`src/rtl/lbpc_pkg.sv`:
```
// lbpc_pkg: shared types and constants of the local binary pattern coder
// no dependencies; used by every other file of the block but lbpc_ram through scoped names

package lbpc_pkg;

  localparam int PixW    = 8;   // grey level and code width
  localparam int ImgW    = 12;  // image_width / image_height register width
  localparam int OrderW  = 36;  // neighbour_order register width
  localparam int CfgIdxW = 2;   // configuration register index width
  localparam int Kernel  = 3;   // window edge length

  localparam int          ResetWidth  = 640;
  localparam int          ResetHeight = 480;
  localparam logic [OrderW-1:0] ResetOrder = 36'h7654F3210;

  typedef logic [PixW-1:0] pix_t;

  // configuration register indexes
  typedef enum logic [CfgIdxW-1:0] {
    CFG_IMAGE_WIDTH     = 2'd0,
    CFG_IMAGE_HEIGHT    = 2'd1,
    CFG_NEIGHBOUR_ORDER = 2'd2
  } cfg_reg_e;

  // one accepted item as handed from the position control to the window stage
  typedef struct packed {
    logic feed;      // item shifts the window
    logic dbl;       // two virtual positions in one item
    logic emit;      // a code leaves for this item
    logic last;      // code of the frame's last pixel
    logic top_ok;    // row above the centre is inside the frame
    logic bot_ok;    // row below the centre is inside the frame
    logic left_ok;   // column left of the centre is inside the frame
    logic right_ok;  // column right of the centre is inside the frame
    pix_t px;        // new bottom-right pixel
  } job_t;

endpackage

```
`src/rtl/lbpc_core.sv`:
```
// lbpc_core: 3x3 window stage, pattern compare and result register
// depends on lbpc_pkg; line store data comes from lbpc_ram

module lbpc_core (
  input  logic                        clk_i,
  input  logic                        rst_ni,
  input  logic                        fire_i,
  input  lbpc_pkg::job_t              job_i,
  input  lbpc_pkg::pix_t              rdata_a_i,
  input  lbpc_pkg::pix_t              rdata_b_i,
  input  logic [lbpc_pkg::OrderW-1:0] order_i,
  output logic                        take_o,
  input  logic                        out_ready_i,
  output logic                        out_valid_o,
  output lbpc_pkg::pix_t              code_o,
  output logic                        frame_end_o
);

  localparam int K = lbpc_pkg::Kernel;

  lbpc_pkg::job_t s1_q;
  logic           s1_valid_q;
  logic           out_valid_q;
  lbpc_pkg::pix_t code_q, code_d;
  logic           frame_end_q;
  lbpc_pkg::pix_t win_q [K][K];
  lbpc_pkg::pix_t win_d [K][K];
  lbpc_pkg::pix_t col_new [K];
  lbpc_pkg::pix_t col_dbl [K];
  logic [K-1:0]   row_ok, col_ok;
  logic [3:0]     entry;
  logic           s1_adv, out_free;

  assign out_free = !out_valid_q || out_ready_i;
  assign s1_adv   = s1_valid_q && (!s1_q.emit || out_free);
  assign take_o   = !s1_valid_q || s1_adv;

  // window shift; double step keeps only the middle row, the rest is masked
  always_comb begin
    col_new[0] = rdata_a_i;
    col_new[1] = rdata_b_i;
    col_new[2] = s1_q.px;
    col_dbl[0] = '0;
    col_dbl[1] = rdata_a_i;
    col_dbl[2] = '0;
    for (int r = 0; r < K; r++) begin
      if (s1_q.dbl) begin
        win_d[r][0] = win_q[r][2];
        win_d[r][1] = col_dbl[r];
        win_d[r][2] = (r == 1) ? rdata_b_i : lbpc_pkg::pix_t'(0);
      end else begin
        win_d[r][0] = win_q[r][1];
        win_d[r][1] = win_q[r][2];
        win_d[r][2] = col_new[r];
      end
    end
  end

  // nine independent compares against the centre
  always_comb begin
    row_ok = {s1_q.bot_ok, 1'b1, s1_q.top_ok};
    col_ok = {s1_q.right_ok, 1'b1, s1_q.left_ok};
    code_d = '0;
    entry  = '0;
    for (int ki = 0; ki < K; ki++) begin
      for (int kj = 0; kj < K; kj++) begin
        entry = order_i[4*(K*ki+kj) +: 4];
        if (row_ok[ki] && col_ok[kj] && !entry[3] && (win_d[ki][kj] >= win_d[1][1])) begin
          code_d[entry[2:0]] = 1'b1;
        end
      end
    end
  end

  always_ff @(posedge clk_i or negedge rst_ni) begin
    if (!rst_ni) begin
      s1_valid_q  <= 1'b0;
      out_valid_q <= 1'b0;
    end else begin
      if (fire_i) begin
        s1_valid_q <= job_i.feed;
      end else if (s1_adv) begin
        s1_valid_q <= 1'b0;
      end
      if (s1_adv && s1_q.emit) begin
        out_valid_q <= 1'b1;
      end else if (out_ready_i) begin
        out_valid_q <= 1'b0;
      end
    end
  end

  always_ff @(posedge clk_i) begin
    if (fire_i) begin
      s1_q <= job_i;
    end
    if (s1_adv) begin
      win_q <= win_d;
      if (s1_q.emit) begin
        code_q      <= code_d;
        frame_end_q <= s1_q.last;
      end
    end
  end

  assign out_valid_o = out_valid_q;
  assign code_o      = code_q;
  assign frame_end_o = frame_end_q;

endmodule

```
`config.mk`:
```
export PLATFORM = sky130hd
export DESIGN_NAME = lbpc_core
export DESIGN_NICKNAME = d
export VERILOG_FILES = /design/src/rtl/lbpc_pkg.sv /design/src/rtl/lbpc_core.sv
export SDC_FILE = /design/constraint.sdc
export NUM_CORES = 1
export LEC_CHECK = 0
export BUFFER_PORTS_ARGS = -buffer_cell sky130_fd_sc_hd__buf_4
export CORE_MARGIN = 10
export CORE_UTILIZATION = 63
export DETAILED_ROUTE_END_ITERATION = 16
export PLACE_DENSITY = 0.87
export SLEW_MARGIN = 0
export SYNTH_ARGS = -nofsm -noshare
export SYNTH_HDL_FRONTEND = slang
export SYNTH_SLANG_ARGS = --single-unit
```
`constraint.sdc`:
```
create_clock -name clk_i -period 6.88 [get_ports clk_i]
set_input_delay 1.72 -clock clk_i [delete_from_list [all_inputs] [get_ports clk_i]]
set_output_delay 1.72 -clock clk_i [all_outputs]
set_load 0.005 [all_outputs]
```
# Yosys cells after proc, flatten, opt, wreduce, memory -nomap -nowiden
# Index checks and enable logic that the tools add are counted.
# op_classes
addsub	0
multipliers	0
n_div	0
n_lt_le_gt_ge	27
eq_ne	0
shifts	0
muxes	34
bitwise	8
reduce_logical	50
# op_table
operator	count
greater-or-equal comparator 8 bit	9
2-to-1 mux 24 bit	3
2-to-1 mux 8 bit	9
OR 8 bit	8
< comparator 3 x 4 -> 1 bit, second input constant	9
logical AND 1 bit	32
demux 1 bit (select 3 bit)	9
greater-or-equal comparator 3 x 1 -> 1 bit, second input constant	9
2-to-1 mux 1 bit	13
zero test 1 bit	12
nonzero test 2 bit	2
logical OR 1 bit	3
AND reduction 2 bit	1
# word_totals
register_bits	74
latchBits	0
mem_bits_rw	0
mem_bits_ro	0
input_bits	72
out_inout_bits	11
mem_count	0

# Depth between registers and ports, before layout
# Gate-level depths: netlist of the first run.
# logic_depth
depth_word	21
depth_mapped	10
depth_no_buf	8

# Worst setup path before layout of the first run
# OpenSTA, ideal clock, no wires.
# synth_path
kind	input port to flip-flop
from	in out_ready_i
to	reg win_q[0] (netlist bit) (enable)
setup_ns	0.527
t_arrival_ns	5.305
setup_slack_ns	1.047
path_stages	2
path_cell_list	nor2b_1 > a21boi_0
# synth_via
elab_chain_cells	3
# synth_lines
item	line_no	source
start: declaration	lbpc_core.sv:13	input logic out_ready_i,
logical OR 1 bit	lbpc_core.sv:34	assign out_free = !out_valid_q || out_ready_i;
logical OR 1 bit	lbpc_core.sv:35	assign s1_adv = s1_valid_q && (!s1_q.emit || out_free);
logical AND 1 bit	lbpc_core.sv:35	
net s1_adv	lbpc_core.sv:32	logic s1_adv, out_free;
end signal: assignment	lbpc_core.sv:98	win_q <= win_d;
end: declaration	lbpc_core.sv:26	lbpc_pkg::pix_t win_q [K][K];
# The timed path passes the listed nets, and every way through them passes these cells.
# A chain may end at the register's enable or synchronous reset.

# Final worst setup path of the first run
# layout_path
from	in rdata_a_i[7]
to	reg code_q[6] (netlist: code_o[6]) (data pin)
# layout_via
elab_chain_cells	20
word_cells_on_any_way	37
cone_classes	order compare (9); mux (11); bitwise (8); reduce/logical (9)
# layout_lines
item	line_no	source
start: declaration	lbpc_core.sv:9	input lbpc_pkg::pix_t rdata_a_i,
2-to-1 mux 24 bit	lbpc_core.sv:47	if (s1_q.dbl) begin
greater-or-equal comparator 8 bit	lbpc_core.sv:68	if (row_ok[ki] && col_ok[kj] && !entry[3] && (win_d[ki][kj] >= win_d[1][1])) begin
logical AND 1 bit	lbpc_core.sv:68	
2-to-1 mux 8 bit	lbpc_core.sv:68	
OR 8 bit (no line)	n/a	
2-to-1 mux 8 bit	lbpc_core.sv:68	
OR 8 bit (no line)	n/a	
2-to-1 mux 8 bit	lbpc_core.sv:68	
(+5 left out)	n/a	
2-to-1 mux 8 bit	lbpc_core.sv:68	
OR 8 bit (no line)	n/a	
2-to-1 mux 8 bit	lbpc_core.sv:68	
OR 8 bit (no line)	n/a	
2-to-1 mux 8 bit	lbpc_core.sv:68	
OR 8 bit (no line)	n/a	
2-to-1 mux 8 bit *	lbpc_core.sv:68	
net code_d[6]	lbpc_core.sv:24	lbpc_pkg::pix_t code_q, code_d;
end signal: assignment	lbpc_core.sv:100	code_q <= code_d;
end: declaration	lbpc_core.sv:24	
# The timed path passes the listed nets; every way through them passes the cells marked *.

==> key figures, run 1 <==
Global routing
  • Initial antenna violation count: 0
  • First-pass GRT wire length: 25.7 mm
  • Largest net degree at the start of global routing: 65
  • Total GRT Usage: 0.250
  • GRT overflow: 0
  • Vias in the first global route: 4834

Synthesis
  • Largest family of logic cells by synthesized area: simple AND/OR/NAND/NOR gates
  • Syn Nets: 647
  • Post-synth EDFFs: 72
  • XOR/XNOR Fraction of Synth Area: 0
  • Synth Area in Compound Gates: 0.148
  • Ys async rst share: 0.0270
  • Mux cell area share after synthesis: 0.0624
  • Cell Area, Synth: 5570 µm²
  • Seq cells post-synth: 74
  • Mapped Cells: 511
  • Synth Area in Adders: 0.144
  • Top FF cell, synth: edfxtp_1
  • Unique masters post-synth: 72
  • Syn Area/Cell: 10.9 µm²
  • Simple-Gate Fraction of Synth Area: 0.231
  • Post-synthesis sequential area ratio: 0.397
  • Syn. warnings: 0

Timing
  • Tmin final: 4680 ps
  • Worst setup margin: 2200 ps
  • Slew Viols, Final: 0
  • Final Setup Violations: 0
  • Clk_skew: 14.2 ps
  • Setup TNS: 0 ps
  • Fmax: 214 MHz
  • Worst Tran Pin Value: 1030 ps
  • Ratio of final minimum period to clock period: 0.680
  • Rel. slew slack: 0.295
  • Final hold viol count: 0
  • Unrepaired setup endpoints after global routing: no

Detailed routing
  • Remaining antenna violation count: 0
  • Initial DRC Count: 456
  • Wire per inst: 23.3 µm
  • Via density: 6.72
  • Drt drc: 0
  • Vias: 4768
  • DR pass1 iterations: 5
  • WL final: 16.5 mm

Floorplanning
  • Starting Density: 0.642
  • IO Pins: 83
  • Placeable Area: 8680 µm²
  • Std cell rows: 34
  • Die H: 114 µm
  • Horiz. Die Dim: 114 µm
  • Die area: 13000 µm²

Job
  • Max_cap viols: 0

Critical path
  • Critical path type: input port to flop
  • CP required: 6990 ps
  • CP Max Fanout: 9
  • Buf/Inv on CP: 1
  • CP max-delay cell: mux2i_1
  • CP top delay family: compound AO/OA/AOI/OAI gates
  • FF-to-FF setup slack: 2590 ps
  • Nature of the critical path endpoint: flop
  • CP max stage delay: 780 ps
  • Crit start category: input port
  • Worst EP arrival: 4780 ps
  • Most used cell, CP: a221oi_2
  • Worst-case reg-to-reg path depth: 9
  • RR Endpoint: code_o[6]
  • Critical path launch point: rdata_a_i[7]
  • RR Startpoint: s1_q[14]
  • Crit-path cells: buf_4, mux2i_1, ha_1, and3_1, a221oi_2, o31ai_1, a221oi_2, o211ai_1, or3_1

Power
  • Total power: 0.00125 W
  • Pwr/cell area: 191 nW/µm²
  • Static leakage: 2.68 nW
  • Worst VDD drop: 0.000157 V

Min path
  • Hold Path Stages: 0
  • Min-delay src: s1_q[12]
  • Worst hold-check path type: flop to flop
  • Min-Delay Endpoint: frame_end_o

Outcome
  • Run status: finished, final reports clean

Clock network
  • CTS Sinks: 74
  • H-tree levels: 3
  • Worst-case clock buffer depth: 2
  • Clock Pin Slew Worst Setup and Hold Paths: 80 ps
  • TritonCTS buffer count: 9
  • Post-cts repair resize count: 0
  • Later-pin clock latency in the skew report: 360 ps
  • TritonCTS clock tree: built
  • Post-CTS setup buffer count: 0
  • # hold bufs at CTS: 0
  • Root Buffer: clkbuf_8

Final layout
  • Fillers: 587
  • Area grow syn2layout: 17.2%
  • Layout cell share with drive strength beyond 1: 0.236
  • ANT cells: 0
  • Commonest non-fill, non-tap cells in the layout: buf_4 (84), edfxtp_1 (72), ha_1 (64)
  • Final net count: 733
  • Commonest non-fill, non-tap cell in the layout: buf_4

Placement
  • Input/output buffers: 82
  • RD Place Congestion: 0.946
  • Post-DP HPWL: 12.9 mm
  • Setup WS pre-CTS: 2030 ps
[area by class of cell]
type	instances	area (µm²)	area share
clock buffers	9	124	0.0190
clock inverters	6	91.3	0.0140
well taps	108	135	0.0207
repair buffers	84	631	0.0966
multi-input cells	411	3270	0.501
inverters	17	63.8	0.00977
flip-flops and latches	74	2210	0.339
[flip-flops by register name (all words and copies together), names as in the netlist]
register and flops:
col_new 8, s1_q 3, col_ok 2, row_ok 2, frame_end_o 1, out_valid_o 1
win_q 48, code_o 8, s1_valid_q 1
[cell usage after synthesis (14+ instances only)]
cell,count,area share
nor2_1,23,0.015
nor3_1,15,0.013
edfxtp_1,72,0.39
nor2b_1,46,0.052
mux2_2,22,0.044
nand2_1,36,0.024
nand3_1,14,0.013
nand2b_1,14,0.016
a21oi_1,16,0.014
ha_1,64,0.14
inv_1,17,0.011
[kinds of logic (layout without fill, tap and decap cells)]
family / after synthesis / count (layout)
compound gates: 97 / 97
fa+ha+maj: 64 / 64
flops: 74 / 74
mux: 32 / 32
buf+inv: 26 / 116
simple gates: 218 / 218
[metrics by stage]
step / cell area [µm²] / utilization / instances / hold WS (ps)
floorplan: 5570 / - / 511 / 400
global placement: 6310 / 0.728 / 694 / 407
detailed placement: 6310 / 0.728 / 694 / 423
CTS: 6530 / 0.752 / 709 / 443
global route: 6530 / 0.752 / 709 / 460
finish: 6530 / 0.752 / 709 / 435
[worst max path at each step]
stage | end | depth (start not counted)
floorplan | win_q[0] | 2
global placement | code_o[3] | 9
detailed placement | code_o[3] | 9
CTS | code_o[6] | 9
global route | code_o[6] | 9
finish | code_o[6] | 9
[layer usage]
| metal | vias to the layer above | share of wire | global-route usage | wire length (µm) |
|---|---|---|---|---|
| met4 | 0 | 0.038 | 0.0977 | 624 |
| met3 | 57 | 0.098 | 0.0698 | 1630 |
| li1 | 2183 | - | - | - |
| met1 | 2248 | 0.39 | 0.310 | 6460 |
| met2 | 280 | 0.47 | 0.403 | 7820 |
| met5 | - | 0 | 0 | 0 |
[power by group]
part	switching [W]	internal, W	total [W]
clock network	0.000172	0.000204	0.000376
logic	0.000191	0.000140	0.000331
registers	0.0000128	0.000527	0.000540
total	0.000376	0.000871	0.00125
No activity file was read; power rests on OpenSTA's default activity.
==> inputs of run 2 (changes only) <==
ABC_AREA = 1   (was default)
CORE_UTILIZATION = 58   (was 63)
PLACE_DENSITY = 0.81   (was 0.87)
clock period = 4.5 ns   (was 6.88 ns; I/O delays follow)
==> run 2 against run 1 <==
Against the previous run:
- final area is 2.4% lower
- first-iteration DRC count is 12% lower
- area after synthesis is 3.1% lower
- worst setup slack worse by 1300 ps
- highest routed layer unchanged
==> key figures, run 2 <==
Critical path
  • Crit-path cells: o21ai_0, ha_1, nand2_1, nor2_1, nor2_1, nand2_1, nand2_1, nand2_2, nand4_1, nand2_1, nor2_1, nand4_1
  • CP required: 4600 ps
  • Nature of the critical path endpoint: flop
  • Critical path type: flop to flop
  • Crit start category: flop
  • Worst EP arrival: 3700 ps
  • Most used cell, CP: nand2_1
  • CP top delay family: compound AO/OA/AOI/OAI gates
  • CP max stage delay: 1100 ps
  • Buf/Inv on CP: 0
  • CP Max Fanout: 26
  • CP max-delay cell: o21ai_0

Final layout
  • Area grow syn2layout: 18.0%
  • Reg area: 2210 µm²
  • Final std cells w/o fill: 892
  • Multi-input logic area: 2730 µm²
  • Fillers: 751
  • Largest register by flop count: win_q
  • Commonest non-fill, non-tap cells in the layout: nand2_1 (164), inv_1 (105), nor2_1 (103)
  • Max reg flops: 48
  • Final net count: 912
  • ANT cells: 0
  • Layout cell share with drive strength beyond 1: 0.164
  • Commonest non-fill, non-tap cell in the layout: nand2_1

Clock network
  • # hold bufs at CTS: 0
  • Clock Pin Slew Worst Setup and Hold Paths: 100 ps
  • Post-cts repair resize count: 0
  • CTS Sinks: 74
  • Post-CTS setup buffer count: 0
  • Worst-case clock buffer depth: 2
  • Later-pin clock latency in the skew report: 360 ps
  • Root Buffer: clkbuf_8
  • TritonCTS clock tree: built
  • H-tree levels: 3
  • TritonCTS buffer count: 9

Power
  • Switching share of power: 0.329
  • Psw: 0.000583 W
  • Seq pwr share: 0.464
  • Total power: 0.00177 W
  • Static leakage: 3.27 nW
  • Worst VDD drop: 0.000241 V
  • Comb pwr share: 0.260
  • P_int: 0.00119 W
  • Clock power share: 0.276
  • Pwr/cell area: 278 nW/µm²

Timing
  • Worst setup margin: 898 ps
  • Ratio of final minimum period to clock period: 0.801
  • Setup TNS: 0 ps
  • Slew Viols, Final: 0
  • Rel. slew slack: 0.163
  • Tmin final: 3600 ps
  • Worst Tran Pin Value: 1240 ps
  • Final hold viol count: 0
  • Worst hold slack: 444 ps
  • Final Setup Violations: 0
  • Unrepaired setup endpoints after global routing: no
  • Clk_skew: 18.5 ps
  • Fmax: 278 MHz

Floorplanning
  • Std cell rows: 35
  • Placeable Area: 9150 µm²
  • Die H: 116 µm
  • Horiz. Die Dim: 116 µm
  • Starting Density: 0.590
  • IO Pins: 83
  • Die area: 13600 µm²

Synthesis
  • Mapped Cells: 682
  • Post-synth top area share: 0.400
  • Top FF cell, synth: edfxtp_1
  • Post-synthesis sequential area ratio: 0.410
  • Post-synth top area cell: edfxtp_1
  • Cell with the most instances after synthesis: nand2_1
  • Post-synth EDFFs: 72
  • Area contributors post-synth: edfxtp_1 (40%), ha_1 (15%), nand2_1 (11%)
  • Unique masters post-synth: 25
  • Synth cell count leaders: nand2_1 (164), inv_1 (105), nor2_1 (103)
  • Syn Nets: 818
  • Cell Area, Synth: 5400 µm²
  • Ys async rst share: 0.0270
  • Syn Area/Cell: 7.92 µm²
  • Seq cells post-synth: 74
  • Syn. warnings: 0

Detailed routing
  • Via density: 5.55
  • WL final: 14.0 mm
  • DR pass1 iterations: 5
  • Initial DRC Count: 402
  • Wire per inst: 15.7 µm
  • Vias: 4952
  • Drt drc: 0
  • Remaining antenna violation count: 0

Placement
  • Dpl cells: 876
  • Setup WS pre-CTS: 918 ps
  • Input/output buffers: 82
  • RD Place Congestion: 0.884
  • Post-DP HPWL: 11.5 mm

Global routing
  • First-pass GRT wire length: 23.3 mm
  • GRT overflow: 0
  • Total GRT Usage: 0.217
  • Vias in the first global route: 5024
  • Largest net degree at the start of global routing: 38
  • Initial antenna violation count: 0

Outcome
  • Run status: finished, final reports clean

Min path
  • Worst hold-check path type: flop to flop

Job
  • Max_cap viols: 0
run 2: final timing paths:
check	startpoint	to	slack, ps	depth (start not counted)
max	s1_q[14]	code_o[1]	900	12
min	s1_q[12]	frame_end_o	440	0
max reg2reg	s1_q[14]	code_o[1]	900	12
min reg2reg	s1_q[12]	frame_end_o	440	0
max in group asynchronous	rst_ni	s1_valid_q	3870	1
min in group asynchronous	rst_ni	out_valid_o	540	1
run 2: kinds of logic (layout without fill, tap and decap cells):
kind of cell             Yosys count  after routing  synth area share
adder cells (fa/ha/maj)           64             64             0.148
buffers and inverters            121            220            0.0857
AND/OR/NAND/NOR                  372            372             0.306
flip-flops                        74             74             0.410
AO/OA/AOI/OAI                     51             51            0.0500
run 2: area by class of cell:
| type | instances | share of cell area |
|---|---|---|
| Multi-Input combinational cell | 487 | 0.428 |
| Sequential cell | 74 | 0.347 |
| Timing Repair Buffer | 93 | 0.110 |
| Inverter | 111 | 0.0654 |
| Tap cell | 111 | 0.0218 |
| Clock buffer | 9 | 0.0194 |
| Clock inverter | 7 | 0.00903 |
run 2: stage by stage:
stage                     instance area (µm²)   util
final                                    6370  0.696
after global routing                     6370  0.696
after CTS                                6370  0.696
after detailed placement                 6190  0.676
after global placement                   6190  0.676
after floorplan                          5400      -
run 2: power by group through the flow:
stage | combinational (W) | sequential [W] | clock [W]
global placement | 0.000433 | 0.000836 | 0
finish | 0.000461 | 0.000822 | 0.000490
global route | 0.000525 | 0.000826 | 0.000527
floorplan | 0.000289 | 0.000829 | 0
CTS | 0.000458 | 0.000822 | 0.000493
detailed placement | 0.000457 | 0.000837 | 0
run 2: worst register-to-register path, delay by kind of cell (launching register included):
kind	cells	cell delay [ps]
fa+ha+maj	1	420
flops	1	730
simple gates	10	1090
compound gates	1	1110
run 2: layer usage:
| metal | GRT usage | up-vias | wire [µm] |
|---|---|---|---|
| met5 | 0 | - | 0 |
| met4 | 0.0901 | 0 | 416 |
| met3 | 0.0524 | 31 | 909 |
| met2 | 0.366 | 167 | 6760 |
| met1 | 0.260 | 2284 | 5900 |
| li1 | - | 2470 | - |
