**src/rtl/lbpc_pkg.sv**
```systemverilog
// lbpc_pkg: shared types and constants of the local binary pattern coder
// no dependencies; used by every other file of the block but lbpc_ram through scoped names

package lbpc_pkg;

  localparam int PixW    = 8;   // grey level and code width
  localparam int ImgW    = 12;  // image_width / image_height register width
  localparam int OrderW  = 36;  // neighbour_order register width
  localparam int CfgIdxW = 2;   // configuration register index width
  localparam int Kernel  = 3;   // window edge length

  localparam int          ResetWidth  = 640;
  localparam int          ResetHeight = 480;
  localparam logic [OrderW-1:0] ResetOrder = 36'h7654F3210;

  typedef logic [PixW-1:0] pix_t;

  // configuration register indexes
  typedef enum logic [CfgIdxW-1:0] {
    CFG_IMAGE_WIDTH     = 2'd0,
    CFG_IMAGE_HEIGHT    = 2'd1,
    CFG_NEIGHBOUR_ORDER = 2'd2
  } cfg_reg_e;

  // one accepted item as handed from the position control to the window stage
  typedef struct packed {
    logic feed;      // item shifts the window
    logic dbl;       // two virtual positions in one item
    logic emit;      // a code leaves for this item
    logic last;      // code of the frame's last pixel
    logic top_ok;    // row above the centre is inside the frame
    logic bot_ok;    // row below the centre is inside the frame
    logic left_ok;   // column left of the centre is inside the frame
    logic right_ok;  // column right of the centre is inside the frame
    pix_t px;        // new bottom-right pixel
  } job_t;

endpackage

```
**src/rtl/lbpc_ctrl.sv**
```systemverilog
// lbpc_ctrl: configuration registers, input/output position counters,
// line store addressing; depends on lbpc_pkg

module lbpc_ctrl #(
  parameter int MAX_WIDTH = 2048
) (
  input  logic                         clk_i,
  input  logic                         rst_ni,
  input  logic                         cfg_fire_i,
  input  logic [lbpc_pkg::CfgIdxW-1:0] cfg_index_i,
  input  logic [lbpc_pkg::OrderW-1:0]  cfg_data_i,
  input  logic                         fire_i,
  input  logic                         op_i,
  input  lbpc_pkg::pix_t               pixel_value_i,
  output lbpc_pkg::job_t               job_o,
  output logic [lbpc_pkg::OrderW-1:0]  order_o,
  output logic                         we_o,
  output logic [$clog2(MAX_WIDTH):0]   waddr_o,
  output logic [$clog2(MAX_WIDTH):0]   raddr_a_o,
  output logic [$clog2(MAX_WIDTH):0]   raddr_b_o,
  output lbpc_pkg::pix_t               wdata_o
);

  localparam int ColW = $clog2(MAX_WIDTH);
  localparam int RowW = lbpc_pkg::ImgW + 1;
  localparam int ResetColLast =
    (lbpc_pkg::ResetWidth > MAX_WIDTH) ? MAX_WIDTH - 1 : lbpc_pkg::ResetWidth - 1;

  typedef struct packed {
    logic [RowW-1:0] row;
    logic [ColW-1:0] col;
  } pos_t;

  logic [ColW-1:0]             col_last_q, col_last_d;
  logic [lbpc_pkg::ImgW-1:0]   row_last_q, row_last_d;
  logic [lbpc_pkg::OrderW-1:0] order_q;
  pos_t                        in_q, out_q, in_d, out_d;

  logic [lbpc_pkg::ImgW-1:0] cfg_val;
  logic [RowW-1:0]           row_last_x;
  logic                      restart, flush_on, dbl, lag, emit, last;
  pos_t                      cur_in, cur_out, in_one;

  function automatic pos_t step_pos(pos_t p, logic [ColW-1:0] col_last);
    pos_t n;
    n = p;
    if (p.col == col_last) begin
      n.row = p.row + RowW'(1);
      n.col = '0;
    end else begin
      n.col = p.col + ColW'(1);
    end
    return n;
  endfunction

  assign cfg_val    = cfg_data_i[lbpc_pkg::ImgW-1:0];
  assign row_last_x = {1'b0, row_last_q};

  // effective geometry, stored as last index
  always_comb begin
    if (cfg_val == '0) begin
      col_last_d = '0;
    end else if (32'(cfg_val) > MAX_WIDTH) begin
      col_last_d = ColW'(MAX_WIDTH - 1);
    end else begin
      col_last_d = ColW'(cfg_val - lbpc_pkg::ImgW'(1));
    end
    row_last_d = (cfg_val == '0) ? '0 : cfg_val - lbpc_pkg::ImgW'(1);
  end

  always_comb begin
    restart  = !op_i && (in_q.row > row_last_x);
    flush_on = op_i && (in_q.row > row_last_x) && ({1'b0, out_q.row} <= {1'b0, row_last_x});
    dbl      = flush_on && (in_q.row == RowW'(1)) && (in_q.col == '0);
    cur_in   = restart ? '0 : in_q;
    cur_out  = restart ? '0 : out_q;
    lag      = (cur_in.row > RowW'(1)) || ((cur_in.row == RowW'(1)) && (cur_in.col != '0));
    emit     = (!op_i && lag) || flush_on;
    last     = emit && (cur_out.row == row_last_x) && (cur_out.col == col_last_q);

    in_one = step_pos(cur_in, col_last_q);
    in_d   = dbl ? step_pos(in_one, col_last_q) : in_one;
    out_d  = emit ? step_pos(cur_out, col_last_q) : cur_out;
    if (last) begin
      in_d  = '0;
      out_d = '0;
    end

    job_o.feed     = !op_i || flush_on;
    job_o.dbl      = dbl;
    job_o.emit     = emit;
    job_o.last     = last;
    job_o.top_ok   = cur_out.row != '0;
    job_o.bot_ok   = cur_out.row != row_last_x;
    job_o.left_ok  = cur_out.col != '0;
    job_o.right_ok = cur_out.col != col_last_q;
    job_o.px       = op_i ? '0 : pixel_value_i;
  end

  // bank = row parity; the double step reads the middle bank at columns 0 and 1
  assign we_o      = fire_i && !op_i;
  assign wdata_o   = pixel_value_i;
  assign waddr_o   = {cur_in.row[0], cur_in.col};
  assign raddr_a_o = {dbl ? ~cur_in.row[0] : cur_in.row[0], cur_in.col};
  assign raddr_b_o = {~cur_in.row[0], dbl ? cur_in.col + ColW'(1) : cur_in.col};
  assign order_o   = order_q;

  always_ff @(posedge clk_i or negedge rst_ni) begin
    if (!rst_ni) begin
      col_last_q <= ColW'(ResetColLast);
      row_last_q <= lbpc_pkg::ImgW'(lbpc_pkg::ResetHeight - 1);
      order_q    <= lbpc_pkg::ResetOrder;
      in_q       <= '0;
      out_q      <= '0;
    end else if (cfg_fire_i) begin
      case (cfg_index_i)
        lbpc_pkg::CFG_IMAGE_WIDTH: begin
          col_last_q <= col_last_d;
          in_q       <= '0;
          out_q      <= '0;
        end
        lbpc_pkg::CFG_IMAGE_HEIGHT: begin
          row_last_q <= row_last_d;
          in_q       <= '0;
          out_q      <= '0;
        end
        lbpc_pkg::CFG_NEIGHBOUR_ORDER: begin
          order_q <= cfg_data_i;
        end
        default: begin
        end
      endcase
    end else if (fire_i && job_o.feed) begin
      in_q  <= in_d;
      out_q <= out_d;
    end
  end

endmodule

```
**config.mk**
```make
export PLATFORM = sky130hd
export DESIGN_NAME = lbpc_ctrl
export DESIGN_NICKNAME = d
export VERILOG_FILES = /design/src/rtl/lbpc_pkg.sv /design/src/rtl/lbpc_ctrl.sv
export SDC_FILE = /design/constraint.sdc
export NUM_CORES = 1
export LEC_CHECK = 0
export ABC_CLOCK_PERIOD_IN_PS = 6400
export BUFFER_PORTS_ARGS = -buffer_cell sky130_fd_sc_hd__buf_2
export CORE_MARGIN = 8
export CORE_UTILIZATION = 57
export CTS_CLUSTER_SIZE = 8
export DETAILED_ROUTE_END_ITERATION = 10
export PLACE_DENSITY = 0.84
export SETUP_SLACK_MARGIN = 0.5
export SLEW_MARGIN = 20
export SYNTH_ARGS = -nofsm -noshare
export SYNTH_HDL_FRONTEND = slang
export SYNTH_SLANG_ARGS = --single-unit
```
**constraint.sdc**
```tcl
create_clock -name clk_i -period 6.4 [get_ports clk_i]
set_clock_uncertainty 0.2 [all_clocks]
set_input_delay 0 -clock clk_i [delete_from_list [all_inputs] [get_ports clk_i]]
set_output_delay 0 -clock clk_i [all_outputs]
set_load 0.01 [all_outputs]
```
After elaboration in Yosys (flattened, before gate mapping)

Cells that the tools add are included.

Add/sub/neg operators: 7
Magnitude comparators: 4
Equality and inequality tests: 11
Multiplexer cells: 23
Bitwise logic cells: 1
Reductions and logical operators: 27

Operator list:

| cell                                                           | number |
|---|---|
| two-way mux 24 bit                                             | 11 |
| two-way mux 11 bit                                             | 6 |
| adder 13 x 1 -> 13 bit, second input constant                  | 3 |
| two-way mux 13 bit                                             | 3 |
| adder 11 x 1 -> 11 bit, second input constant                  | 3 |
| == test 11 bit                                                 | 3 |
| == test 13 x 1 -> 1 bit, second input constant                 | 2 |
| nonzero test 11 bit                                            | 2 |
| == test 13 x 12 -> 1 bit                                       | 1 |
| greater-than comparator 13 x 1 -> 1 bit, second input constant | 1 |
| greater-than comparator 13 x 12 -> 1 bit                       | 1 |
| less-or-equal comparator 13 x 12 -> 1 bit                      | 1 |
| != test 13 x 12 -> 1 bit                                       | 1 |
| nonzero test 13 bit                                            | 1 |
| greater-than comparator 12 bit, second input constant          | 1 |
| logical NOT 12 bit                                             | 1 |
| two-way mux 12 bit                                             | 1 |
| subtractor 12 x 1 -> 12 bit, second input constant             | 1 |
| logical AND 1 bit                                              | 11 |
| logical NOT 11 bit                                             | 1 |
| != test 11 bit                                                 | 1 |
| two-way mux 8 bit                                              | 1 |
| AND reduction 2 bit                                            | 4 |
| logical OR 1 bit                                               | 3 |
| other kinds (9)                                                | 9 |

Register bits after elaboration: 107
Bits of input ports: 51
Output and inout port bits: 97
Logic and storage cells: 80

Logic depth before layout (Yosys ltp)

Gate-level depths: netlist of run 1.

Depth in word-level cells: 13
Mapped depth: 24
Mapped depth without buffers: 19

Least setup slack after synthesis of run 1

OpenSTA, ideal clock, no wires.

Kind: reg2reg
From: register row_last_q[8] (netlist bit)
To: register in_q[5] (netlist bit)
Library setup time: 0.130 ns
Data arrival time: 5.328 ns
Data required time: 6.070 ns
Path slack: 0.742 ns
Cell stages (with the launch flop): 25
Buffers on the path: 5
Period minus slack after synthesis: 5.658 ns
Cells stage by stage: dfstp_2 > inv_1 > ha_1 > a21o_1 > a211oi_1 > o221a_2 > a211o_1 > buf_2 > clkbuf_1 > clkbuf_1 > clkbuf_1 > nand2_1 > inv_1 > ha_1 > clkbuf_1 > nand2_1 > or3_1 > and3_1 > nor4_1 > nand3_1 > o211ai_1 > a22oi_1 > or4_1 > nand3_1 > o21ai_0

Word-level cells in the longest chain between the ends: 13
Elaborated cells between the ends (all ways): 34
Classes of those cells: add/sub (2); order compare (3); eq/ne (5); mux (8); reduce/logical (16)

RTL lines:

| element                                                        | line             | source |
|---|---|---|
| start: declaration                                             | lbpc_ctrl.sv:35  | `logic [lbpc_pkg::ImgW-1:0] row_last_q, row_last_d;` |
| start signal: assignment                                       | lbpc_ctrl.sv:111 | `row_last_q <= lbpc_pkg::ImgW'(lbpc_pkg::ResetHeight - 1);` |
| start signal: assignment                                       | lbpc_ctrl.sv:123 | `row_last_q <= row_last_d;` |
| greater-than comparator 13 x 12 -> 1 bit *                     | lbpc_ctrl.sv:72  | `restart = !op_i && (in_q.row > row_last_x);` |
| logical AND 1 bit *                                            | lbpc_ctrl.sv:72  |  |
| two-way mux 24 bit *                                           | lbpc_ctrl.sv:75  | `cur_in = restart ? '0 : in_q;` |
| via raddr_a_o[1]                                               | lbpc_ctrl.sv:19  | `output logic [$clog2(MAX_WIDTH):0] raddr_a_o,` |
| branches (longest 7 deep; another with adder 11 x 1 -> 11 bit) | n/a              |  |
| two-way mux 24 bit *                                           | lbpc_ctrl.sv:84  | `if (last) begin` |
| two-way mux 24 bit *                                           | lbpc_ctrl.sv:133 | `end else if (fire_i && job_o.feed) begin` |
| two-way mux 24 bit *                                           | lbpc_ctrl.sv:115 | `end else if (cfg_fire_i) begin` |
| end signal: assignment                                         | lbpc_ctrl.sv:134 | `in_q <= in_d;` |
| end: declaration                                               | lbpc_ctrl.sv:37  | `pos_t in_q, out_q, in_d, out_d;` |

Mark *: on every way through the listed nets, which the timed path passes. The select of a mux whose other input is x is not followed.
A chain may end at the register's enable or synchronous reset.

Final worst setup path of run 1

From: register row_last_q[8] (netlist bit)
To: register in_q[3] (netlist bit)

Word-level cells in the longest chain between the ends: 13
Elaborated cells between the ends (all ways): 34
Classes of those cells: add/sub (2); order compare (3); eq/ne (5); mux (8); reduce/logical (16)

RTL lines:

| element |
|---|
| branches (longest 13 deep; another with greater-than comparator 13 x 12 -> 1 bit) |

Several ways; the timed one is not identified. The select of a mux whose other input is x is not followed.

==> results of run 1 <==
-- synth_stat cells, types with 22 or more instances --
cell type	instances	area (µm²)
sky130_fd_sc_hd__a21oi_1	23	115
sky130_fd_sc_hd__buf_4	22	165
sky130_fd_sc_hd__clkbuf_1	44	165
sky130_fd_sc_hd__dfrtp_1	75	1880
sky130_fd_sc_hd__dfstp_2	32	841
sky130_fd_sc_hd__ha_1	34	425
sky130_fd_sc_hd__inv_1	38	143
sky130_fd_sc_hd__mux2_2	34	383
sky130_fd_sc_hd__nand2_1	94	353
sky130_fd_sc_hd__nand3_1	33	165
sky130_fd_sc_hd__nor2_1	43	161
sky130_fd_sc_hd__nor4_1	23	144
sky130_fd_sc_hd__o21ai_0	61	305
sky130_fd_sc_hd__xnor2_1	35	307
sky130_fd_sc_hd__xor2_1	22	193
-- stage by stage --
stage	hold WS [ns]	instances	utilization [%]
after global placement	-0.108	1118	62.7
after floorplan	-0.496	865	-
final	-0.00181	1178	68.6
after global routing	0.0108	1178	68.6
after detailed placement	-0.109	1118	62.7
after CTS	0.00100	1178	68.5
-- worst reg2reg max path: stages (launching register included) --
cell,delay (ns)
sky130_fd_sc_hd__dfstp_2,0.55
sky130_fd_sc_hd__inv_1,0.08
sky130_fd_sc_hd__ha_1,0.34
sky130_fd_sc_hd__a21o_1,0.17
sky130_fd_sc_hd__a211oi_1,0.23
sky130_fd_sc_hd__o221a_2,0.28
sky130_fd_sc_hd__a211o_2,0.32
sky130_fd_sc_hd__buf_4,0.23
sky130_fd_sc_hd__nand2_1,0.10
sky130_fd_sc_hd__inv_1,0.11
sky130_fd_sc_hd__ha_1,0.41
sky130_fd_sc_hd__nand2_1,0.17
sky130_fd_sc_hd__or3_1,0.39
sky130_fd_sc_hd__and3_1,0.20
sky130_fd_sc_hd__nor4_1,0.27
sky130_fd_sc_hd__nand3_1,0.13
sky130_fd_sc_hd__o211ai_1,0.12
sky130_fd_sc_hd__a22oi_1,0.12
sky130_fd_sc_hd__or4_1,0.61
sky130_fd_sc_hd__nand3_1,0.23
sky130_fd_sc_hd__o21ai_0,0.13
-- cells by family (layout without fill, tap and decap cells) --
kind of cell	count (synthesis)	after routing	synth area share, %
adder cells (fa/ha/maj)	35	35	5.76
flip-flops	107	107	35.9
multiplexers	38	38	5.66
buffers and inverters	116	253	7.08
AND/OR/NAND/NOR	319	319	22.1
AO/OA/AOI/OAI	193	193	16.9
XOR/XNOR	57	57	6.60
-- registers in the layout, summed over array words and instances (netlist names) --
signal / flops
row_last_q: 12
col_last_q: 11
order_o: 36
in_q: 24
out_q: 24
-- area by class of cell --
cell class              instances  area [µm²]  share of cell area (%)
clock buffers                   9         225                    2.51
inverters                      39         146                    1.63
flip-flops and latches        107        2720                    30.3
clock inverters                 7         103                    1.14
multi-input cells             642        4330                    48.2
well taps                     176         220                    2.46
repair buffers                198        1230                    13.7
-- layout by cell type (no fill, tap or decap), types with 6 or more instances in the layout --
master,n
sky130_fd_sc_hd__buf_2,146
sky130_fd_sc_hd__nand2_1,94
sky130_fd_sc_hd__dfrtp_1,75
sky130_fd_sc_hd__o21ai_0,61
sky130_fd_sc_hd__dlygate4sd3_1,44
sky130_fd_sc_hd__nor2_1,42
sky130_fd_sc_hd__inv_1,38
sky130_fd_sc_hd__xnor2_1,35
sky130_fd_sc_hd__mux2_2,34
sky130_fd_sc_hd__ha_1,34
sky130_fd_sc_hd__nand3_1,33
sky130_fd_sc_hd__dfstp_2,32
sky130_fd_sc_hd__a21oi_1,23
sky130_fd_sc_hd__nor4_1,23
sky130_fd_sc_hd__xor2_1,22
sky130_fd_sc_hd__and2_1,21
sky130_fd_sc_hd__nor3_1,21
sky130_fd_sc_hd__a21o_1,14
sky130_fd_sc_hd__nor2b_1,13
sky130_fd_sc_hd__nand4_1,13
sky130_fd_sc_hd__a31oi_1,13
sky130_fd_sc_hd__and3_1,12
sky130_fd_sc_hd__o31ai_1,11
sky130_fd_sc_hd__o211ai_1,9
sky130_fd_sc_hd__clkbuf_16,9
sky130_fd_sc_hd__a211oi_1,8
sky130_fd_sc_hd__or3_1,8
sky130_fd_sc_hd__buf_4,8
sky130_fd_sc_hd__nand2b_1,7
sky130_fd_sc_hd__a32o_1,6
-- where the power goes --
group	internal [mW]	switching, mW
Combinational	0.196	0.231
Clock	0.318	0.290
Sequential	0.774	0.0823
Total	1.29	0.603
-- per-layer routing --
metal / track usage, % / share of wire, % / vias up
li1: - / - / 3349
met1: 31.5 / 41 / 3361
met2: 39.7 / 45 / 420
met3: 8.00 / 11 / 71
met4: 11.9 / 3.3 / 0
met5: 0 / 0 / -
-- final timing paths --
kind | endpoint | startpoint | slack, ns
hold reg to reg | order_o[0] | order_o[0] | 0.29
setup reg to reg | in_q[3] | row_last_q[8] | 0.88
setup / recovery | in_q[3] | row_last_q[8] | 0.88
min in group asynchronous | in_q[4] | rst_ni | 0.03
max in group asynchronous | out_q[7] | rst_ni | 4.84
hold / removal | wdata_o[1] | pixel_value_i[1] | -0.002
-- repair_timing --
| item | CTS | global route |
|---|---|---|
| setup endpoints to repair | 0 | 8 |
| hold buffers | 44 | 0 |
| hold endpoints to repair | 118 | 0 |
| gates resized for setup | 0 | 1 |
==> summary.md, run 1 <==
| Metric | Value |
|---|---|
| Critical path type | register to register |
| Fin area | 8970 µm² |
| TritonCTS clock tree | yes |
| Num CTS Buffers | 9 |
| Avg Cell Area, Syn | 8.74 µm² |
| Drt pass-1 iters | 5 |
| Grt total ovfl | 0 |
| Critical path buffer and inverter count | 3 |
| Net count after synthesis | 950 |
| Cell Area, Synth | between 7000 and 8000 µm² |
| Unrepaired setup endpoints after global routing | false |
| Design Power | 1.89 mW |
| Core Rows | 42 |
| Overall die width | 131 µm |
| Worst path arrival time | 5.56 ns |
| Violated checks | negative hold slack |
| Number of max-slew violations in the final report | 0 |
| Yosys warns | 0 |
| Routability congestion estimate from global placement | 0.949 |
| Setup-violating endpoint count in the final report | 0 |
| Clock-pin slew reported for the worst setup and hold paths after clock tree synthesis | 0.08 ns |
| H-tree level count | 3 |
| Worst Hold Class | input port to output port |
| Highest net fanout along the worst path | 16 |
| Starting density of the core | 57.8% |
| Flop and latch count out of synthesis | between 100 and 150 |
| Cell with the largest stage delay on the worst path | sky130_fd_sc_hd__or4_1 |
| Final worst hold slack | -0.00181 ns |
| Routed wire per std cell | 18.7 µm |
| LEAKAGE | 4.08 nW |
| Maximum number of buffers from clock root to sink | 2 |
| Antenna violations before repair | 0 |
| Detailed-route wire length | 22.1 mm |
| Area of the placeable core | 13100 µm² |
| Final layout net count | ~1100 |
| Setup slack after layout | ~0.88 ns |
| Boundary pin count | approximately 150 |
| Global-route wire length before repair | 36.7 mm |
| Final critical-path required period | ~5.5 ns |
| Areal power density over the cells | ~210 nW/µm² |
| Fraction of layout instances using a drive strength above 1 | 25.9% |
| Cell depth of the worst setup path | 20 |
| Family with the most delay on the worst path | simple AND/OR/NAND/NOR gates |
| Die Span Y | about 130 µm |
| # clock sinks | 107 |
| Count of cells along the worst hold path | 2 |
| Unique cell type count in the Yosys netlist | between 70 and 80 |
| Post-synth EDFFs | 0 |
| Initial DRC Count | 708 |
| Transition time at the pin with the least slew margin | 0.948 ns |
| Result of the run | finished, violations left |
| Hold Fails Final Rpt | 3 |
| Setup total negative slack | 0 ns |
| Pin count of the biggest net entering global routing | 56 |
| Data required time at the worst endpoint | roughly 6.4 ns |
| Synthesis-to-finish area growth | 18.6% |
| Prevailing post-synth register cell | sky130_fd_sc_hd__dfrtp_1 |
| Filler cells | 991 |
| HPWL after detailed placement | 15.5 mm |
| Startpoint kind of the worst setup timing path | register |
| Latest clock arrival within the worst-skew pair | 0.37 ns |
| Worst path cell trace | inv_1 > ha_1 > a21o_1 > a211oi_1 > o221a_2 > a211o_2 > buf_4 > nand2_1 > inv_1 > ha_1 > nand2_1 > or3_1 > and3_1 > nor4_1 > nand3_1 > o211ai_1 > a22oi_1 > or4_1 > nand3_1 > o21ai_0 |
| Tightest slew margin relative to the limit | 36.4% |
| Number of remaining DRC errors | 0 |
| Final period utilization | 86.2% |
| Clk root buf | sky130_fd_sc_hd__clkbuf_16 |
| Maxcap violations | 0 |
| Area after DPL | 8200 µm² |
| Area of the die | 17200 µm² |
| Buffers on Ports | ~150 |
| GRT Total Usage | between 20% and 30% |
| Antenna Cells | 0 |
| Max incr delay on CP | 0.61 ns |
| Worst Reg2Reg Path Length in Cells | 20 |
| Count of antenna-violating nets left after detailed routing | 0 |
| Number of setup buffers added after CTS | 0 |
| Achievable frequency | ~180 MHz |
| Number of vias per cell after detailed routing | about 6 |
| Via count | roughly 7200 |
| Via count of the first global-routing pass | between 7000 and 8000 |
| Crit path capture type | register |
| VDD IR max | 0.246 mV |
| Worst setup slack after placement | 0.819 ns |
| Sequential cell area fraction in the yosys report | 35.9% |
| Cells after synthesis | 865 |
| Post-synth ARST share | 100% |
(Power assumes the default switching activity.)
==> inputs of run 2 (changes only) <==
--- a/config.mk
+++ b/config.mk
@@ -9,2 +9,3 @@
 export BUFFER_PORTS_ARGS = -buffer_cell sky130_fd_sc_hd__buf_2
+export CAP_MARGIN = 20
 export CORE_MARGIN = 8
--- a/constraint.sdc
+++ b/constraint.sdc
@@ -4,2 +4,2 @@
 set_output_delay 0 -clock clk_i [all_outputs]
-set_load 0.01 [all_outputs]
+set_load 0.05 [all_outputs]
==> summary.md, run 2 (same netlist as run 1, synthesis figures left out) <==
| Metric | Value |
|---|---|
| Setup-violating endpoint count in the final report | 0 |
| Core Util, Final | 68.2% |
| Latest clock arrival within the worst-skew pair | about 0.37 ns |
| Area of the placeable core | 13100 µm² |
| Setup total negative slack | 0 ns |
| Number of max-slew violations in the final report | 0 |
| Detailed-route wire length | approximately 22 mm |
| Crit path capture type | register |
| Number of remaining DRC errors | 0 |
| Drt pass-1 iters | 5 |
| TritonCTS clock tree | yes |
| Data required time at the worst endpoint | 6.45 ns |
| Worst Reg2Reg Path Length in Cells | 19 |
| Hold Fails Final Rpt | 10 |
| Startpoint kind of the worst setup timing path | register |
| Final layout net count | between 1000 and 1500 |
| Boundary pin count | 148 |
| Synthesis-to-finish area growth | 18.1% |
| Transition time at the pin with the least slew margin | 0.941 ns |
| Unrepaired setup endpoints after global routing | false |
| Setup slack of the most critical reg-to-reg path | 0.84 ns |
| Maxcap violations | 0 |
| Count of antenna-violating nets left after detailed routing | 0 |
| Result of the run | finished, violations left |
| Die Span Y | 131 µm |
| GRT Total Usage | 25.1% |
| Initial DRC Count | 702 |
| Worst path cell trace | inv_1 > ha_1 > a21o_1 > a211oi_1 > o221a_2 > a211o_1 > nand2_1 > inv_1 > ha_1 > nand2_1 > or3_1 > and3_1 > nor4_1 > nand3_1 > o211ai_1 > a22oi_1 > or4_1 > nand3_1 > o21ai_0 |
| Final critical-path required period | roughly 5.6 ns |
| Max FFs per register | 36 |
| Clk root buf | sky130_fd_sc_hd__clkbuf_16 |
| Fraction of layout instances using a drive strength above 1 | 26.0% |
| Worst setup slack after placement | 0.898 ns |
| Routed wire per std cell | approximately 19 µm |
| HPWL after detailed placement | 15.4 mm |
| Worst path arrival time | 5.61 ns |
| Pin count of the biggest net entering global routing | between 60 and 70 |
| Final worst hold slack | -0.0147 ns |
| # clock sinks | 107 |
| Global-route wire length before repair | 36.0 mm |
| Worst Hold Class | input port to asynchronous set/reset pin |
| Grt total ovfl | 0 |
| Number of vias per cell after detailed routing | 6.07 |
| Launch point of the worst reg-to-reg path | row_last_q[8] |
| Area after DPL | 8200 µm² |
| Achievable frequency | 180 MHz |
| Most common library cell in the layout ignoring fill and taps | sky130_fd_sc_hd__buf_2 |
| Highest net fanout along the worst path | 18 |
| Overall die width | approximately 130 µm |
| Num CTS Buffers | 9 |
| Design Power | roughly 2.1 mW |
| Violated checks | negative hold slack |
| Fin area | 8930 µm² |
| Maximum number of buffers from clock root to sink | 2 |
| Routability congestion estimate from global placement | 0.940 |
| Antenna Cells | 0 |
| LEAKAGE | approximately 4.1 nW |
| Areal power density over the cells | 231 nW/µm² |
| Critical path buffer and inverter count | 2 |
| Starting density of the core | 57.8% |
| Core Rows | 42 |
| Critical path type | register to register |
| Final period utilization | 86.9% |
| Tightest slew margin relative to the limit | 36.7% |
| Cell with the largest stage delay on the worst path | sky130_fd_sc_hd__or4_1 |
| Max incr delay on CP | 0.61 ns |
| Area of the die | 17200 µm² |
| Setup slack after layout | 0.839 ns |
| Commonest cells after routing, fill and taps aside | 146 x sky130_fd_sc_hd__buf_2, 94 x sky130_fd_sc_hd__nand2_1, 75 x sky130_fd_sc_hd__dfrtp_1, 61 x sky130_fd_sc_hd__o21ai_0, 42 x sky130_fd_sc_hd__nor2_1 |
| VDD IR max | approximately 0.30 mV |
| Via count | a little over 7000 |
| Buffers on Ports | 147 |
| Clock-pin slew reported for the worst setup and hold paths after clock tree synthesis | 0.08 ns |
| Antenna violations before repair | 0 |
| H-tree level count | 3 |
| Family with the most delay on the worst path | simple AND/OR/NAND/NOR gates |
| Worst reg2reg endpoint | in_q[5] |
| Via count of the first global-routing pass | around 7100 |
run 2: per-layer routing:
metal | track usage [%] | routed length, µm | part of all wire (%) | vias up
met5 | 0 | 0 | 0 | -
met4 | 8.46 | 413 | 1.9 | 0
met3 | 8.96 | 2380 | 11 | 42
met2 | 41.0 | 10100 | 46 | 368
met1 | 30.1 | 8900 | 41 | 3377
li1 | - | - | - | 3335
run 2: worst max path at each step:
stage	startpoint	end	slack [ns]	cells after the start
global placement	row_last_q[8]	in_q[5]	1.09	19
CTS	row_last_q[8]	in_q[23]	0.87	18
floorplan	row_last_q[8]	in_q[5]	0.58	24
detailed placement	row_last_q[8]	in_q[23]	0.90	18
global route	row_last_q[8]	in_q[3]	0.53	19
finish	row_last_q[8]	in_q[5]	0.84	19
run 2: repair_timing:
| item | CTS | global route |
|---|---|---|
| buffers inserted | 0 | 0 |
| endpoints found under the hold margin | 105 | 0 |
| endpoints found under the setup margin | 0 | 5 |
| hold buffers | 41 | 0 |
| gates resized for setup | 0 | 1 |
run 2: report_power, final:
| group | leakage, nW | total (mW) | internal (mW) | switching [mW] |
|---|---|---|---|---|
| clock | 0.157 | 0.599 | 0.315 | 0.284 |
| sequential | 1.33 | 0.857 | 0.774 | 0.0826 |
| combinational | 2.57 | 0.604 | 0.196 | 0.409 |
| total | 4.05 | 2.06 | 1.28 | 0.776 |
run 2: through the flow:
stage	hold WS, ns	cells
floorplan	-0.496	865
global placement	-0.168	1117
detailed placement	-0.169	1117
CTS	0.00705	1174
global route	0.0649	1174
finish	-0.0147	1174
run 2: layout make-up:
class | instances | area [µm²]
Timing Repair Buffer | 194 | 1190
Clock inverter | 7 | 91.3
Inverter | 39 | 150
Sequential cell | 107 | 2720
Clock buffer | 9 | 225
Fill cell | 1029 | 4160
Tap cell | 176 | 220
Multi-Input combinational cell | 642 | 4330
